===== config.mk =====
export PLATFORM = sky130hd
export DESIGN_NAME = biphase_ir_frame_decoder
export DESIGN_NICKNAME = d
export VERILOG_FILES = /design/src/hdl/bpir_pkg.sv /design/src/hdl/biphase_ir_frame_decoder.sv
export SDC_FILE = /design/constraint.sdc
export NUM_CORES = 1
export LEC_CHECK = 0
export BUFFER_PORTS_ARGS = -buffer_cell sky130_fd_sc_hd__buf_2
export CAP_MARGIN = 15
export CORE_MARGIN = 4
export CORE_UTILIZATION = 45
export DETAILED_ROUTE_END_ITERATION = 7
export GPL_ROUTABILITY_DRIVEN = 0
export PLACE_DENSITY_LB_ADDON = 0.1
export SKIP_LAST_GASP = 1
export SLEW_MARGIN = 25
export SYNTH_ARGS = -nofsm -noshare
export SYNTH_HDL_FRONTEND = slang
export SYNTH_SLANG_ARGS = --single-unit

===== constraint.sdc =====
create_clock -name i_clk -period 18.5 [get_ports i_clk]
set_clock_uncertainty 0.2 [all_clocks]
set_input_delay 0.925 -clock i_clk [delete_from_list [all_inputs] [get_ports i_clk]]
set_output_delay 0.925 -clock i_clk [all_outputs]
set_load 0.02 [all_outputs]

===== src/hdl/bpir_pkg.sv =====
// ----------------------------------------------------------------------------
// bpir_pkg: shared types and constants for the biphase IR frame decoder
// Status codes, register indexes, reset values and the frame state record.
// ----------------------------------------------------------------------------
`default_nettype none

package bpir_pkg;

    localparam int FRAME_BITS = 23;
    localparam int HALF_MAX   = 2 * FRAME_BITS;
    localparam int CNT_W      = 6;
    localparam int DUR_W      = 16;
    localparam int TICK_W     = 10;
    localparam int US_W       = 16;
    localparam int PROD_W     = DUR_W + TICK_W;
    localparam int CFG_IDX_W  = 2;
    localparam int OUT_W      = 32;

    localparam logic [CFG_IDX_W-1:0] CFG_TICK_US      = 2'd0;
    localparam logic [CFG_IDX_W-1:0] CFG_SHORT_US     = 2'd1;
    localparam logic [CFG_IDX_W-1:0] CFG_LONG_US      = 2'd2;
    localparam logic [CFG_IDX_W-1:0] CFG_TOLERANCE_US = 2'd3;

    localparam logic [TICK_W-1:0] RST_TICK_US      = 10'd50;
    localparam logic [US_W-1:0]   RST_SHORT_US     = 16'd250;
    localparam logic [US_W-1:0]   RST_LONG_US      = 16'd500;
    localparam logic [US_W-1:0]   RST_TOLERANCE_US = 16'd50;

    typedef enum logic [2:0] {
        ST_OK    = 3'd0,
        ST_SHORT = 3'd1,
        ST_LONG  = 3'd2,
        ST_FIRST = 3'd3,
        ST_PAIR  = 3'd4,
        ST_LEN   = 3'd5
    } t_status;

    typedef struct packed {
        logic [HALF_MAX-1:0] bits;
        logic [CNT_W-1:0]    cnt;
        t_status             err;
    } t_frame;

endpackage

`default_nettype wire


===== src/hdl/biphase_ir_frame_decoder.sv =====
// ----------------------------------------------------------------------------
// biphase_ir_frame_decoder: 23-bit biphase IR frame decoder
// Classifies pulse durations, collects half-bits and decodes one frame per
// word flagged with tlast into status and frame fields.
// ----------------------------------------------------------------------------
// Channel | Dir | Width | Contents (lowest bit first)
// s       | in  | 16+1  | tdata: duration_ticks[15:0]; tlast: last_item
// m       | out | 32    | tdata: status, start_bit, cust_code, battery_bit,
//         |     |       |        dev_code, address, repeat_flag, cmd_code
// cfg     | in  | 2+16  | index 0 tick_us, 1 short_us, 2 long_us, 3 tolerance_us
//
// One word accepted per cycle unless a last word is held for the output;
// a frame result passes the input register and the tick scaling multiplier
// register, then is classified into the result register.
// Synchronous active-low reset restores the register defaults and clears the
// frame; no clearing pass. Words without tlast keep flowing while a result
// waits on the output; a last word waits in the classify stage until the
// output register is free.
// ----------------------------------------------------------------------------
`default_nettype none

module biphase_ir_frame_decoder (
    input  wire logic                             i_clk,
    input  wire logic                             i_rst_n,
    input  wire logic                             i_s_tvalid,
    output logic                                  o_s_tready,
    // [15:0] duration_ticks
    input  wire logic [bpir_pkg::DUR_W-1:0]       i_s_tdata,
    input  wire logic                             i_s_tlast,
    output logic                                  o_m_tvalid,
    input  wire logic                             i_m_tready,
    // [2:0] status, [3] start_bit, [9:4] cust_code, [10] battery_bit,
    // [13:11] dev_code, [16:14] address, [17] repeat_flag,
    // [25:18] cmd_code, [31:26] zero
    output logic [bpir_pkg::OUT_W-1:0]            o_m_tdata,
    input  wire logic                             i_cfg_we,
    input  wire logic [bpir_pkg::CFG_IDX_W-1:0]   i_cfg_idx,
    input  wire logic [bpir_pkg::US_W-1:0]        i_cfg_data
);

    localparam int HM = bpir_pkg::HALF_MAX;
    localparam int PW = bpir_pkg::PROD_W;

    logic [bpir_pkg::TICK_W-1:0] r_tick_us;
    logic [bpir_pkg::US_W-1:0]   r_short_us;
    logic [bpir_pkg::US_W-1:0]   r_long_us;
    logic [bpir_pkg::US_W-1:0]   r_tol_us;

    logic                        r_a_valid;
    logic [bpir_pkg::DUR_W-1:0]  r_a_ticks;
    logic                        r_a_last;
    logic                        r_b_valid;
    logic [PW-1:0]               r_b_prod;
    logic                        r_b_last;

    logic [HM-1:0]               r_half_bits;
    logic [bpir_pkg::CNT_W-1:0]  r_half_count;
    logic [15:0]                 r_item_index;
    bpir_pkg::t_status           r_err;

    logic                        r_o_valid;
    logic [bpir_pkg::OUT_W-1:0]  r_o_data;

    logic                        out_free;
    logic                        b_go;
    logic                        b_ready;
    logic                        a_ready;

    logic [bpir_pkg::US_W-1:0]   lo_s;
    logic [bpir_pkg::US_W-1:0]   lo_l;
    logic [bpir_pkg::US_W:0]     hi_s;
    logic [bpir_pkg::US_W:0]     hi_l;
    logic                        mark;
    bpir_pkg::t_frame            fr_cur;
    bpir_pkg::t_frame            fr_upd;
    bpir_pkg::t_status           status;
    logic [bpir_pkg::FRAME_BITS-1:0] fbits;
    logic [5:0]                  cid;
    logic [2:0]                  dev;
    logic [2:0]                  adr;
    logic [7:0]                  fn;
    logic                        pair_bad;
    logic [bpir_pkg::OUT_W-1:0]  n_o_data;

    function automatic bpir_pkg::t_frame push_half(bpir_pkg::t_frame s, logic b);
        bpir_pkg::t_frame r;
        r = s;
        if (s.cnt < bpir_pkg::CNT_W'(HM)) begin
            if (b) begin
                r.bits[s.cnt] = 1'b1;
            end
            r.cnt = s.cnt + 1'b1;
        end else begin
            r.cnt = bpir_pkg::CNT_W'(HM + 1);
            if (s.err == bpir_pkg::ST_OK) begin
                r.err = bpir_pkg::ST_LEN;
            end
        end
        return r;
    endfunction

    assign out_free   = !r_o_valid || i_m_tready;
    assign b_go       = r_b_valid && (!r_b_last || out_free);
    assign b_ready    = !r_b_valid || b_go;
    assign a_ready    = !r_a_valid || b_ready;
    assign o_s_tready = a_ready;
    assign o_m_tvalid = r_o_valid;
    assign o_m_tdata  = r_o_data;

    always_ff @(posedge i_clk) begin
        if (!i_rst_n) begin
            r_tick_us  <= bpir_pkg::RST_TICK_US;
            r_short_us <= bpir_pkg::RST_SHORT_US;
            r_long_us  <= bpir_pkg::RST_LONG_US;
            r_tol_us   <= bpir_pkg::RST_TOLERANCE_US;
        end else if (i_cfg_we) begin
            unique case (i_cfg_idx)
                bpir_pkg::CFG_TICK_US:      r_tick_us  <= i_cfg_data[bpir_pkg::TICK_W-1:0];
                bpir_pkg::CFG_SHORT_US:     r_short_us <= i_cfg_data;
                bpir_pkg::CFG_LONG_US:      r_long_us  <= i_cfg_data;
                bpir_pkg::CFG_TOLERANCE_US: r_tol_us   <= i_cfg_data;
            endcase
        end
    end

    // input and scaling stages
    always_ff @(posedge i_clk) begin
        if (!i_rst_n) begin
            r_a_valid <= 1'b0;
            r_b_valid <= 1'b0;
        end else begin
            if (a_ready) begin
                r_a_valid <= i_s_tvalid;
            end
            if (b_ready) begin
                r_b_valid <= r_a_valid;
            end
        end
    end

    always_ff @(posedge i_clk) begin
        if (a_ready) begin
            r_a_ticks <= i_s_tdata;
            r_a_last  <= i_s_tlast;
        end
        if (b_ready) begin
            r_b_prod <= {{bpir_pkg::TICK_W{1'b0}}, r_a_ticks}
                      * {{bpir_pkg::DUR_W{1'b0}}, r_tick_us};
            r_b_last <= r_a_last;
        end
    end

    always_comb begin
        lo_s = (r_short_us > r_tol_us) ? r_short_us - r_tol_us : '0;
        lo_l = (r_long_us > r_tol_us) ? r_long_us - r_tol_us : '0;
        hi_s = {1'b0, r_short_us} + {1'b0, r_tol_us};
        hi_l = {1'b0, r_long_us} + {1'b0, r_tol_us};
        mark = ~r_item_index[0];

        fr_cur = '{bits: r_half_bits, cnt: r_half_count, err: r_err};
        fr_upd = fr_cur;
        if (r_err == bpir_pkg::ST_OK && r_b_prod != '0) begin
            if (r_b_prod < PW'(lo_s)) begin
                fr_upd.err = bpir_pkg::ST_SHORT;
            end else if (r_b_prod > PW'(hi_l)) begin
                fr_upd.err = bpir_pkg::ST_LONG;
            end else if (r_item_index == '0 && r_b_prod > PW'(hi_s)) begin
                fr_upd.err = bpir_pkg::ST_FIRST;
            end else begin
                fr_upd = push_half(fr_cur, mark);
                if (r_b_prod >= PW'(lo_l)) begin
                    fr_upd = push_half(fr_upd, mark);
                end
            end
        end

        pair_bad = 1'b0;
        for (int j = 0; j < bpir_pkg::FRAME_BITS; j++) begin
            fbits[j] = fr_upd.bits[2*j];
            if (fr_upd.bits[2*j] == fr_upd.bits[2*j+1]) begin
                pair_bad = 1'b1;
            end
        end

        status = fr_upd.err;
        if (status == bpir_pkg::ST_OK) begin
            if (fr_upd.cnt != bpir_pkg::CNT_W'(HM - 1)
                    && fr_upd.cnt != bpir_pkg::CNT_W'(HM)) begin
                status = bpir_pkg::ST_LEN;
            end else if (pair_bad) begin
                status = bpir_pkg::ST_PAIR;
            end
        end

        for (int j = 1; j <= 6; j++) begin
            cid[6-j] = fbits[j];
        end
        for (int j = 8; j <= 10; j++) begin
            dev[10-j] = fbits[j];
        end
        for (int j = 11; j <= 13; j++) begin
            adr[13-j] = fbits[j];
        end
        for (int j = 15; j <= 22; j++) begin
            fn[22-j] = fbits[j];
        end

        n_o_data = '0;
        n_o_data[2:0] = status;
        if (status == bpir_pkg::ST_OK) begin
            n_o_data[3]     = fbits[0];
            n_o_data[9:4]   = cid;
            n_o_data[10]    = fbits[7];
            n_o_data[13:11] = dev;
            n_o_data[16:14] = adr;
            n_o_data[17]    = fbits[14];
            n_o_data[25:18] = fn;
        end
    end

    // frame state
    always_ff @(posedge i_clk) begin
        if (!i_rst_n) begin
            r_half_bits  <= '0;
            r_half_count <= '0;
            r_item_index <= '0;
            r_err        <= bpir_pkg::ST_OK;
        end else if (b_go) begin
            if (r_b_last) begin
                r_half_bits  <= '0;
                r_half_count <= '0;
                r_item_index <= '0;
                r_err        <= bpir_pkg::ST_OK;
            end else begin
                r_half_bits  <= fr_upd.bits;
                r_half_count <= fr_upd.cnt;
                r_item_index <= r_item_index + 1'b1;
                r_err        <= fr_upd.err;
            end
        end
    end

    // result register
    always_ff @(posedge i_clk) begin
        if (!i_rst_n) begin
            r_o_valid <= 1'b0;
        end else if (b_go && r_b_last) begin
            r_o_valid <= 1'b1;
        end else if (i_m_tready) begin
            r_o_valid <= 1'b0;
        end
    end

    always_ff @(posedge i_clk) begin
        if (b_go && r_b_last) begin
            r_o_data <= n_o_data;
        end
    end

    a_count_range: assert property (@(posedge i_clk) disable iff (!i_rst_n)
        r_half_count <= bpir_pkg::CNT_W'(HM + 1))
        else $error("half-bit count beyond saturation");

    a_err_fields_zero: assert property (@(posedge i_clk) disable iff (!i_rst_n)
        r_o_valid && r_o_data[2:0] != bpir_pkg::ST_OK |-> r_o_data[31:3] == '0)
        else $error("error result carries frame fields");

    a_clear_after_last: assert property (@(posedge i_clk) disable iff (!i_rst_n)
        b_go && r_b_last |=> r_item_index == '0 && r_half_count == '0
            && r_err == bpir_pkg::ST_OK)
        else $error("frame state not cleared after last word");

    a_err_sticky: assert property (@(posedge i_clk) disable iff (!i_rst_n)
        r_err != bpir_pkg::ST_OK && !(b_go && r_b_last) |=> r_err == $past(r_err))
        else $error("first error code overwritten");

    a_last_waits: assert property (@(posedge i_clk) disable iff (!i_rst_n)
        r_o_valid && !i_m_tready |-> !(b_go && r_b_last))
        else $error("result overwritten while stalled");

endmodule

`default_nettype wire


* Yosys cells after proc, flatten, opt, wreduce, memory -nomap -nowiden
Index checks and enable logic that the tools add are counted.
** Word-level totals
- Register bits :: 202
** Cells by class
- $add $sub $neg :: 7
- Multipliers :: 1
- Order comparisons :: 12
- Eq/ne operators :: 28
- Muxes and demuxes :: 68
- Bitwise operators :: 2
- Reduce and logical (&&, ||, !) cells :: 27
** Operator list (number)
- 46-bit 2-to-1 mux :: 9
- 52-bit 2-to-1 mux :: 3
- 55-bit 2-to-1 mux :: 2
- 46-bit bitwise OR :: 2
- 26-bit by 17-bit greater-than comparator with 1-bit output :: 2
- 16-bit 2-to-1 mux :: 3
- 3-bit 2-to-1 mux :: 15
- 6-bit 2-to-1 mux :: 7
- 16-bit by 16-bit adder with 17-bit output :: 2
- 16-bit greater-than comparator :: 2
- 16-bit subtractor :: 2
- 1-bit 2-to-1 mux :: 27
- 26-bit by 16-bit >= comparator with 1-bit output :: 1
- 26-bit by 16-bit < comparator with 1-bit output :: 1
- 16-bit by 10-bit multiplier with 26-bit output :: 1
- 26-bit nonzero test :: 1
- 1-bit equality test :: 23
- 16-bit by 1-bit adder with 16-bit output, second input constant :: 1
- 16-bit logical NOT :: 1
- 6-bit by 7-bit < comparator with 1-bit output, second input constant :: 2
- 6-bit by 1-bit adder with 6-bit output, second input constant :: 2
- 1-bit demux with 6-bit select :: 2
- 6-bit by 1-bit >= comparator with 1-bit output, second input constant :: 2
- 3-bit logical NOT :: 4
- other kinds (10) :: 28

* Depth between registers and ports, before layout
Gate-level depths: netlist of the first run.
- Word-level depth :: 47
- Depth in mapped cells :: 30

* Least setup slack after synthesis of the first run
OpenSTA, ideal clock, no wires.
- Path kind :: register to register
- Start :: register r_tick_us[3] (netlist name)
- End :: register r_b_prod[25] (data pin)
- Arrival time :: 5.660 ns
- Data required time :: 18.039 ns
- Path slack :: 12.379 ns
- Stages on the path, launching flop included :: 22
- Buffers on the path :: 2
- Path through :: dfxtp_1 -> clkbuf_1 -> clkbuf_1 -> nand2_1 -> fa_1 -> fa_1 -> fa_1 -> fa_1 -> inv_1 -> fa_1 -> ha_1 -> a21o_1 -> a21oi_1 -> nor2b_1 -> o21ai_0 -> a221oi_1 -> o21ai_0 -> nand2_1 -> o2111ai_1 -> a31oi_1 -> o21ai_0 -> xnor2_1
** On the way
- Longest elaborated chain between the ends :: 1
** RTL lines
- from (decl) :: line biphase_ir_frame_decoder.sv:44 : logic [bpir_pkg::TICK_W-1:0] r_tick_us;
- from (signal assigned) :: line biphase_ir_frame_decoder.sv:112 : r_tick_us <= bpir_pkg::RST_TICK_US;
- from (signal assigned) :: line biphase_ir_frame_decoder.sv:118 : bpir_pkg::CFG_TICK_US: r_tick_us <= i_cfg_data[bpir_pkg::TICK_W-1:0];
- 16-bit by 10-bit multiplier with 26-bit output :: line biphase_ir_frame_decoder.sv:148 : * {{bpir_pkg::DUR_W{1'b0}}, r_tick_us};
- to (signal assigned) :: line biphase_ir_frame_decoder.sv:147 : r_b_prod <= {{bpir_pkg::TICK_W{1'b0}}, r_a_ticks}
- to (decl) :: line biphase_ir_frame_decoder.sv:53 : logic [PW-1:0] r_b_prod;
No other way between the ends.
A chain may end at the register's enable or synchronous reset.

* Worst setup path in the final report of the first run
- Start :: register r_long_us[0] (netlist name)
- End :: register r_o_data (netlist bit o_m_tdata[7]) (data pin)
** On the way
- Longest elaborated chain between the ends :: 36
** RTL lines
- from (decl) :: line biphase_ir_frame_decoder.sv:46 : logic [bpir_pkg::US_W-1:0] r_long_us;
- from (signal assigned) :: line biphase_ir_frame_decoder.sv:114 : r_long_us <= bpir_pkg::RST_LONG_US;
- from (signal assigned) :: line biphase_ir_frame_decoder.sv:120 : bpir_pkg::CFG_LONG_US: r_long_us <= i_cfg_data;
- 16-bit subtractor or 16-bit greater-than comparator (tied branches) :: line biphase_ir_frame_decoder.sv:155 : lo_l = (r_long_us > r_tol_us) ? r_long_us - r_tol_us : '0;
- 16-bit 2-to-1 mux :: line biphase_ir_frame_decoder.sv:155
- 26-bit by 16-bit >= comparator with 1-bit output :: line biphase_ir_frame_decoder.sv:171 : if (r_b_prod >= PW'(lo_l)) begin
- 55-bit 2-to-1 mux :: line biphase_ir_frame_decoder.sv:171
- 52-bit 2-to-1 mux :: line biphase_ir_frame_decoder.sv:167 : end else if (r_item_index == '0 && r_b_prod > PW'(hi_s)) begin
- 52-bit 2-to-1 mux :: line biphase_ir_frame_decoder.sv:165 : end else if (r_b_prod > PW'(hi_l)) begin
- 52-bit 2-to-1 mux :: line biphase_ir_frame_decoder.sv:163 : if (r_b_prod < PW'(lo_s)) begin
- 55-bit 2-to-1 mux (*) :: line biphase_ir_frame_decoder.sv:162 : if (r_err == bpir_pkg::ST_OK && r_b_prod != '0) begin
- 1-bit equality test :: line biphase_ir_frame_decoder.sv:180 : if (fr_upd.bits[2*j] == fr_upd.bits[2*j+1]) begin
- 1-bit 2-to-1 mux (23 in a row) :: line biphase_ir_frame_decoder.sv:180
- 3-bit 2-to-1 mux :: line biphase_ir_frame_decoder.sv:190 : end else if (pair_bad) begin
- 3-bit 2-to-1 mux :: line biphase_ir_frame_decoder.sv:187 : if (fr_upd.cnt != bpir_pkg::CNT_W'(HM - 1)
- 3-bit 2-to-1 mux :: line biphase_ir_frame_decoder.sv:186 : if (status == bpir_pkg::ST_OK) begin
- 3-bit logical NOT :: line biphase_ir_frame_decoder.sv:210 : if (status == bpir_pkg::ST_OK) begin
- to (signal assigned) :: line biphase_ir_frame_decoder.sv:256 : r_o_data <= n_o_data;
- to (decl) :: line biphase_ir_frame_decoder.sv:62 : logic [bpir_pkg::OUT_W-1:0] r_o_data;
Every way passes the cells marked *; elsewhere a longest branch is shown, timed or not.

==> results of run 1 <==
[state kept, by name, summed over array words and instances, names as in the netlist]
register,cells
r_half_bits,46
o_m_tdata,26
r_b_prod,26
r_a_ticks,16
r_item_index,16
r_long_us,16
r_short_us,16
r_tol_us,16
r_tick_us,10
r_half_count,6
r_err,3
o_m_tvalid,1
r_a_last,1
r_a_valid,1
r_b_last,1
r_b_valid,1
[critical path: stages (launching register included)]
cell,delay (ps)
dfxtp_1,350
inv_1,60
ha_1,220
fa_1,400
nor2b_1,110
o21ai_0,80
nand2b_1,120
a21oi_1,80
o21bai_1,260
a21o_1,190
nand4_1,120
a31oi_1,310
a221oi_1,210
nor2_1,620
nand2_1,110
ha_1,340
a21oi_1,160
o21ai_0,110
a2111oi_0,650
o211a_1,830
nor3_1,160
a2111oi_0,400
and4_1,310
nand4_1,120
a221oi_2,350
nand4_2,610
nor3_1,350
[cells in the mapped netlist (15+ instances only)]
cell type,n
a21boi_0,46
dfxtp_1,132
a21oi_1,143
o21ai_0,90
a211oi_1,16
nand2b_1,16
or3_1,15
clkbuf_1,84
fa_1,114
edfxtp_1,70
and2_1,87
xor2_1,34
nand4_1,36
o21bai_1,19
ha_1,194
a21o_1,19
xnor2_1,75
nand2_1,318
nor4_1,23
nand3_1,42
nor2b_1,20
inv_1,172
o211ai_1,25
nor2_1,136
nor3_1,41
[worst paths after layout]
path                                      to  slack, ps  cells after the start
setup / recovery  o_m_tdata[7]$_SDFFCE_PP0P_      10480                     26
setup reg to reg  o_m_tdata[7]$_SDFFCE_PP0P_      10480                     26
hold / removal            r_b_last$_DFFE_PP_        240                      0
hold reg to reg           r_b_last$_DFFE_PP_        240                      0
[cell usage in the layout (no fill, tap or decap), types with 75 or more instances in the layout]
master / count
ha_1: 194
nor2_1: 135
xnor2_1: 75
inv_1: 170
dfxtp_1: 132
fa_1: 114
a21oi_1: 143
nand2_1: 318
o21ai_0: 90
and2_1: 87
[power breakdown]
| part | switching (mW) | internal [mW] | leakage [nW] | total (mW) |
|---|---|---|---|---|
| clock | 0.199 | 0.298 | 0.413 | 0.496 |
| sequential | 0.0572 | 0.507 | 1.83 | 0.564 |
| combinational | 0.377 | 0.280 | 6.77 | 0.657 |
[per-stage QoR]
step / setup slack [ps] / total power, mW / cell area, um^2 / utilization [%] / hold WS [ps]
2_1_floorplan: 12380 / 1.05 / 19100 / - / 200
3_3_place_gp: 10820 / 1.21 / 19800 / 47.3 / 231
3_5_place_dp: 10630 / 1.23 / 19800 / 47.3 / 228
4_1_cts: 10580 / 1.74 / 20600 / 49.3 / 241
5_1_grt: 9690 / 1.85 / 20600 / 49.3 / 247
6_report: 10480 / 1.72 / 20600 / 49.3 / 235
[layer usage]
metal / vias to the layer above / share of wire [%] / track usage, %
met5: - / 0 / 0
met4: 0 / 3.9 / 8.85
met3: 132 / 5.1 / 2.87
met2: 507 / 48 / 41.8
met1: 7991 / 43 / 32.3
li1: 7806 / - / -
[layout make-up]
cell class | count | area share [%]
Tap cell | 539 | 3.27
Inverter | 174 | 3.16
Sequential cell | 202 | 23.0
Clock buffer | 34 | 3.44
Timing Repair Buffer | 89 | 2.42
Clock inverter | 11 | 0.576
Multi-Input combinational cell | 1747 | 64.1
[cell families after synthesis]
group | after synthesis | share of synthesized area (%)
DFF | 202 | 24.9
other | 1 | 0.0197
adders and majority gates | 308 | 24.7
xor gates and xnor gates | 109 | 5.02
and+or+nand+nor | 809 | 21.0
buffers and inverters | 283 | 5.90
muxes | 9 | 0.513
AOI/OAI and AO/OA | 506 | 17.9
==> results.yml, run 1 <==
outcome:
  status: "completed"
clocking:
  cts_tree: "done"
  clk_pin_slew_worst_paths_ps: 60
  numCtsBuffers: 25
  clockRootBuffer: "clkbuf_16"
  cts_resized: 0
  clock_path_buffers: 3
  clock-sinks: 202
  cts_max_level: 1
  clock_latency_ps: 550
  cts-hold-fix-buffers: 0
  cts_setup_buffers: 0
grt:
  globalRouteTotalUtil_pct: 24.5
  grt_pass1_wl_um: 89800
  antenna_found_initial: 0
  grt_pass1_vias: 16500
  grt_max_degree: 73
  globalRouteOverflowTotal: 0
sta:
  tightest_slew_ps: 1020
  slew_violations: 0
  rsz0062_at_grt: "no"
  timing.fmax_mhz: 125
  maxSlewHeadroom_pct: 32.1
  hold_viol_final: 0
  finalSetupTns_ps: 0
  period_needed_ps: 8020
  timing.final.crit_share_pct: 43.3
  setup_viol: 0
critical_path:
  setup.worst_path.start: "r_long_us[0]$_SDFFE_PN0P_"
  cp.arrival_ps: 8170
  start_kind: "flop"
  crit_path_end_kind: "flop"
  regToRegStartpoint: "r_long_us[0]$_SDFFE_PN0P_"
  crit_required_ps: 18660
  path_max_fanout: 26
  worstSetupPathType: "flop to flop"
hold_path:
  worstHoldStart: "r_a_last$_DFFE_PP_"
  hp-class: "flop to flop"
synthesis:
  synth-edff-count: 70
  ys_types: 88
  synth_top_area_share_pct: 13.9
  async_reset_ff_share_pct: 0
  netlist_area_mm2: 0.0190
  ys_seq_elements: 202
  yosys_warnings: 0
  yosys.area.top_type: "dfxtp_1"
  synthFlopType: "dfxtp_1"
  post_synth.cell_area_avg_um2: 8.55
  syn_inst: 2227
  synth_area_leaders: "dfxtp_1 14%, ha_1 13%, fa_1 12%"
  synth-seq-area-share_pct: 24.9
routing:
  drc: 0
  drt_iter0_drc: 1306
  ant_nets: 0
  routed_via_density: 5.88
  wl_per_cell_um: 20.0
  dr.pass1.iters: 6
  wl_um: 56000
  vias: 16400
die:
  die_area_mm2: 0.0457
  die_h_um: 214
  start_util_pct: 45.5
  coreArea_mm2: 0.0419
  dieWidth_um: 214
  rows: 75
  ios: 74
final_layout:
  synthToLayoutAreaGrowth_pct: 8.44
  final_nets: 2587
  n_antenna_cell: 0
  multi_input_area_mm2: 0.0132
  seq_area_mm2: 0.00474
  fin_cells: 2796
  drive_above_1_share_pct: 8.29
  nFillCells: 4094
placement:
  io_buffers: 67
  dp_hpwl_um: 43400
  post-place-cells: 2751
power_and_ir_drop:
  powerDensity_mw_per_mm2: 83.2
  p_leak_nw: 9.01
  ir_drop_uv: 68.8
flow_run:
  drv_cap: 0
No activity file was read; power rests on OpenSTA's default activity.
==> run 2: changes to the inputs <==
Settings changed: ABC_AREA set to 1.
Clock period 18.5 ns to 7.25 ns, I/O delays scaled along.
==> results.yml, run 2 <==
outcome:
  status: "completed"
synthesis:
  yosysMostFrequentCell: "nand2_1"
  synthAdderAreaFrac_pct: 24.5
  synthSimpleGateAreaFrac_pct: 25.9
  syn_inst: 2652
  yosys.area.top_type: "nand2_1"
  netlist_area_mm2: 0.0192
  synth_xor_xnor_area_share_pct: 2.64
  synth_mux_area_share_pct: 0
  synth_top_area_share_pct: 14.4
  async_reset_ff_share_pct: 0
  synth-seq-area-share_pct: 24.7
  ys_types: 57
  synthFlopType: "dfxtp_1"
  ys_seq_elements: 202
  synth_compound_area_share_pct: 10.9
  synth_top_family_by_area: "simple AND/OR/NAND/NOR gates"
  yosys_warnings: 0
  synth_area_leaders: "nand2_1 14%, dfxtp_1 14%, ha_1 13%"
  post_synth.cell_area_avg_um2: 7.24
  synth-edff-count: 70
  yosys-top-cells-count: "738 x nand2_1, 414 x inv_1, 218 x nor2_1"
critical_path:
  path_max_fanout: 18
  cp.arrival_ps: 6760
  start_kind: "flop"
  cp_top_family: "simple AND/OR/NAND/NOR gates"
  crit_required_ps: 7470
  worst-path-buf-inv: 6
  crit_path_end_kind: "flop"
  worstSetupPathType: "flop to flop"
  cpMaxStageDelayCell: "fa_1"
  cp_slowest_stage_delay_ps: 440
  critPathMostFrequentCell: "nand2_1"
sta:
  maxSlewHeadroom_pct: 31.6
  setup_viol: 0
  slew_violations: 0
  finalSetupTns_ps: 0
  hold_viol_final: 0
  timing.final.crit_share_pct: 90.2
  period_needed_ps: 6540
  rsz0062_at_grt: "no"
  tightest_slew_ps: 1020
  hold_slack_ps: 124
  timing.fmax_mhz: 153
die:
  start_util_pct: 45.7
  die_h_um: 215
  rows: 75
  dieWidth_um: 215
  coreArea_mm2: 0.0420
  ios: 74
  die_area_mm2: 0.0461
routing:
  dr.pass1.iters: 5
  wl_per_cell_um: 16.1
  vias: 16900
  routed_via_density: 5.15
  ant_nets: 0
  wl_um: 52700
  drc: 0
  drt_iter0_drc: 1019
clocking:
  clock_latency_ps: 560
  cts_tree: "done"
  clk_pin_slew_worst_paths_ps: 60
  clock_path_buffers: 3
  cts_max_level: 1
  clock-sinks: 202
  clockRootBuffer: "clkbuf_16"
  numCtsBuffers: 26
grt:
  globalRouteTotalUtil_pct: 22.6
  globalRouteOverflowTotal: 0
  antenna_found_initial: 0
  grt_pass1_vias: 17000
  grt_pass1_wl_um: 86100
  grt_max_degree: 61
final_layout:
  synthToLayoutAreaGrowth_pct: 10.3
  largest-register: "r_half_bits"
  final_cell_mix: "736 x nand2_1, 414 x inv_1, 217 x nor2_1"
  final_nets: 3063
  largest_reg_flops: 46
  final_common_cell: "nand2_1"
  n_antenna_cell: 0
  drive_above_1_share_pct: 8.67
placement:
  io_buffers: 67
  dp_hpwl_um: 40600
power_and_ir_drop:
  p_leak_nw: 10.5
  ir_drop_uv: 196
  powerDensity_mw_per_mm2: 220
flow_run:
  drv_cap: 0
hold_path:
  hp-class: "input pin to flop"
-- run 2: changes by cell type after synthesis, sizes merged, moves of 25 or more --
cell	change
nand3	+56
a21boi	-40
nand2	+430
a211oi	+32
and2	-84
nor2	+116
inv	+263
xnor2	-71
nand4	-25
-- run 2: layout make-up --
cell class	instances	area, um^2
clock inverter	12	77.6
multi-input combinational	1911	12400
tap	539	674
inverter	438	1650
timing repair buffer	136	966
sequential	202	4740
clock buffer	36	718
fill	4220	20800
-- run 2: worst paths after layout --
kind / startpoint / to / slack [ps] / cells past startpoint
worst max-delay path: r_long_us[0]$_SDFFE_PN0P_ / o_m_tdata[12]$_SDFFCE_PP0P_ / 710 / 40
worst min-delay path: i_cfg_idx[1] / r_tol_us[4]$_SDFFE_PN1P_ / 120 / 4
worst max register to register: r_long_us[0]$_SDFFE_PN0P_ / o_m_tdata[12]$_SDFFCE_PP0P_ / 710 / 40
worst min register to register: r_a_last$_DFFE_PP_ / r_b_last$_DFFE_PP_ / 230 / 0
-- run 2: repair_timing --
| action | CTS | global route |
|---|---|---|
| hold buffers | 35 | 0 |
| setup buffers | 0 | 6 |
| hold endpoints to repair | 74 | 0 |
| gates resized for setup | 0 | 7 |
| endpoints found under the setup margin | 0 | 24 |
-- run 2: metal layers --
metal,GRT usage [%],vias up,share of wire (%)
met4,8.10,0,3.6
met1,30.0,7831,45
li1,-,8490,-
met3,2.73,110,4.8
met5,0,-,0
met2,38.1,434,46
-- run 2: kinds of logic (layout without fill, tap and decap cells) --
family / Yosys count / count (layout)
xor gates and xnor gates: 57 / 57
buffers and inverters: 545 / 622
AOI/OAI and AO/OA: 361 / 361
other: 1 / 6
DFF: 202 / 202
and+or+nand+nor: 1178 / 1179
adders and majority gates: 308 / 308
-- run 2: report_power, final --
| group | internal [mW] | switching (mW) | leakage [nW] | total [mW] |
|---|---|---|---|---|
| Combinational | 0.785 | 1.20 | 8.35 | 1.98 |
| Clock | 0.693 | 0.515 | 0.396 | 1.21 |
| Sequential | 1.32 | 0.161 | 1.78 | 1.48 |
| Total | 2.80 | 1.87 | 10.5 | 4.67 |
-- run 2: worst register-to-register path, delay by kind of cell (launching register included) --
kind | cells | cell delay [ps]
compound gates | 7 | 1120
flops | 1 | 330
buf+inv | 6 | 840
fa+ha+maj | 3 | 990
simple gates | 24 | 2940
-- run 2: stage by stage --
stage	util, %	total power, mW	setup slack, ps	instance area [um^2]	instances
floorplan	-	2.91	1650	19200	2657
global placement	47.5	3.42	347	20000	3184
detailed placement	47.5	3.45	161	20000	3184
CTS	50.2	4.71	145	21100	3267
global route	50.4	5.08	20.3	21200	3274
finish	50.4	4.67	708	21200	3274
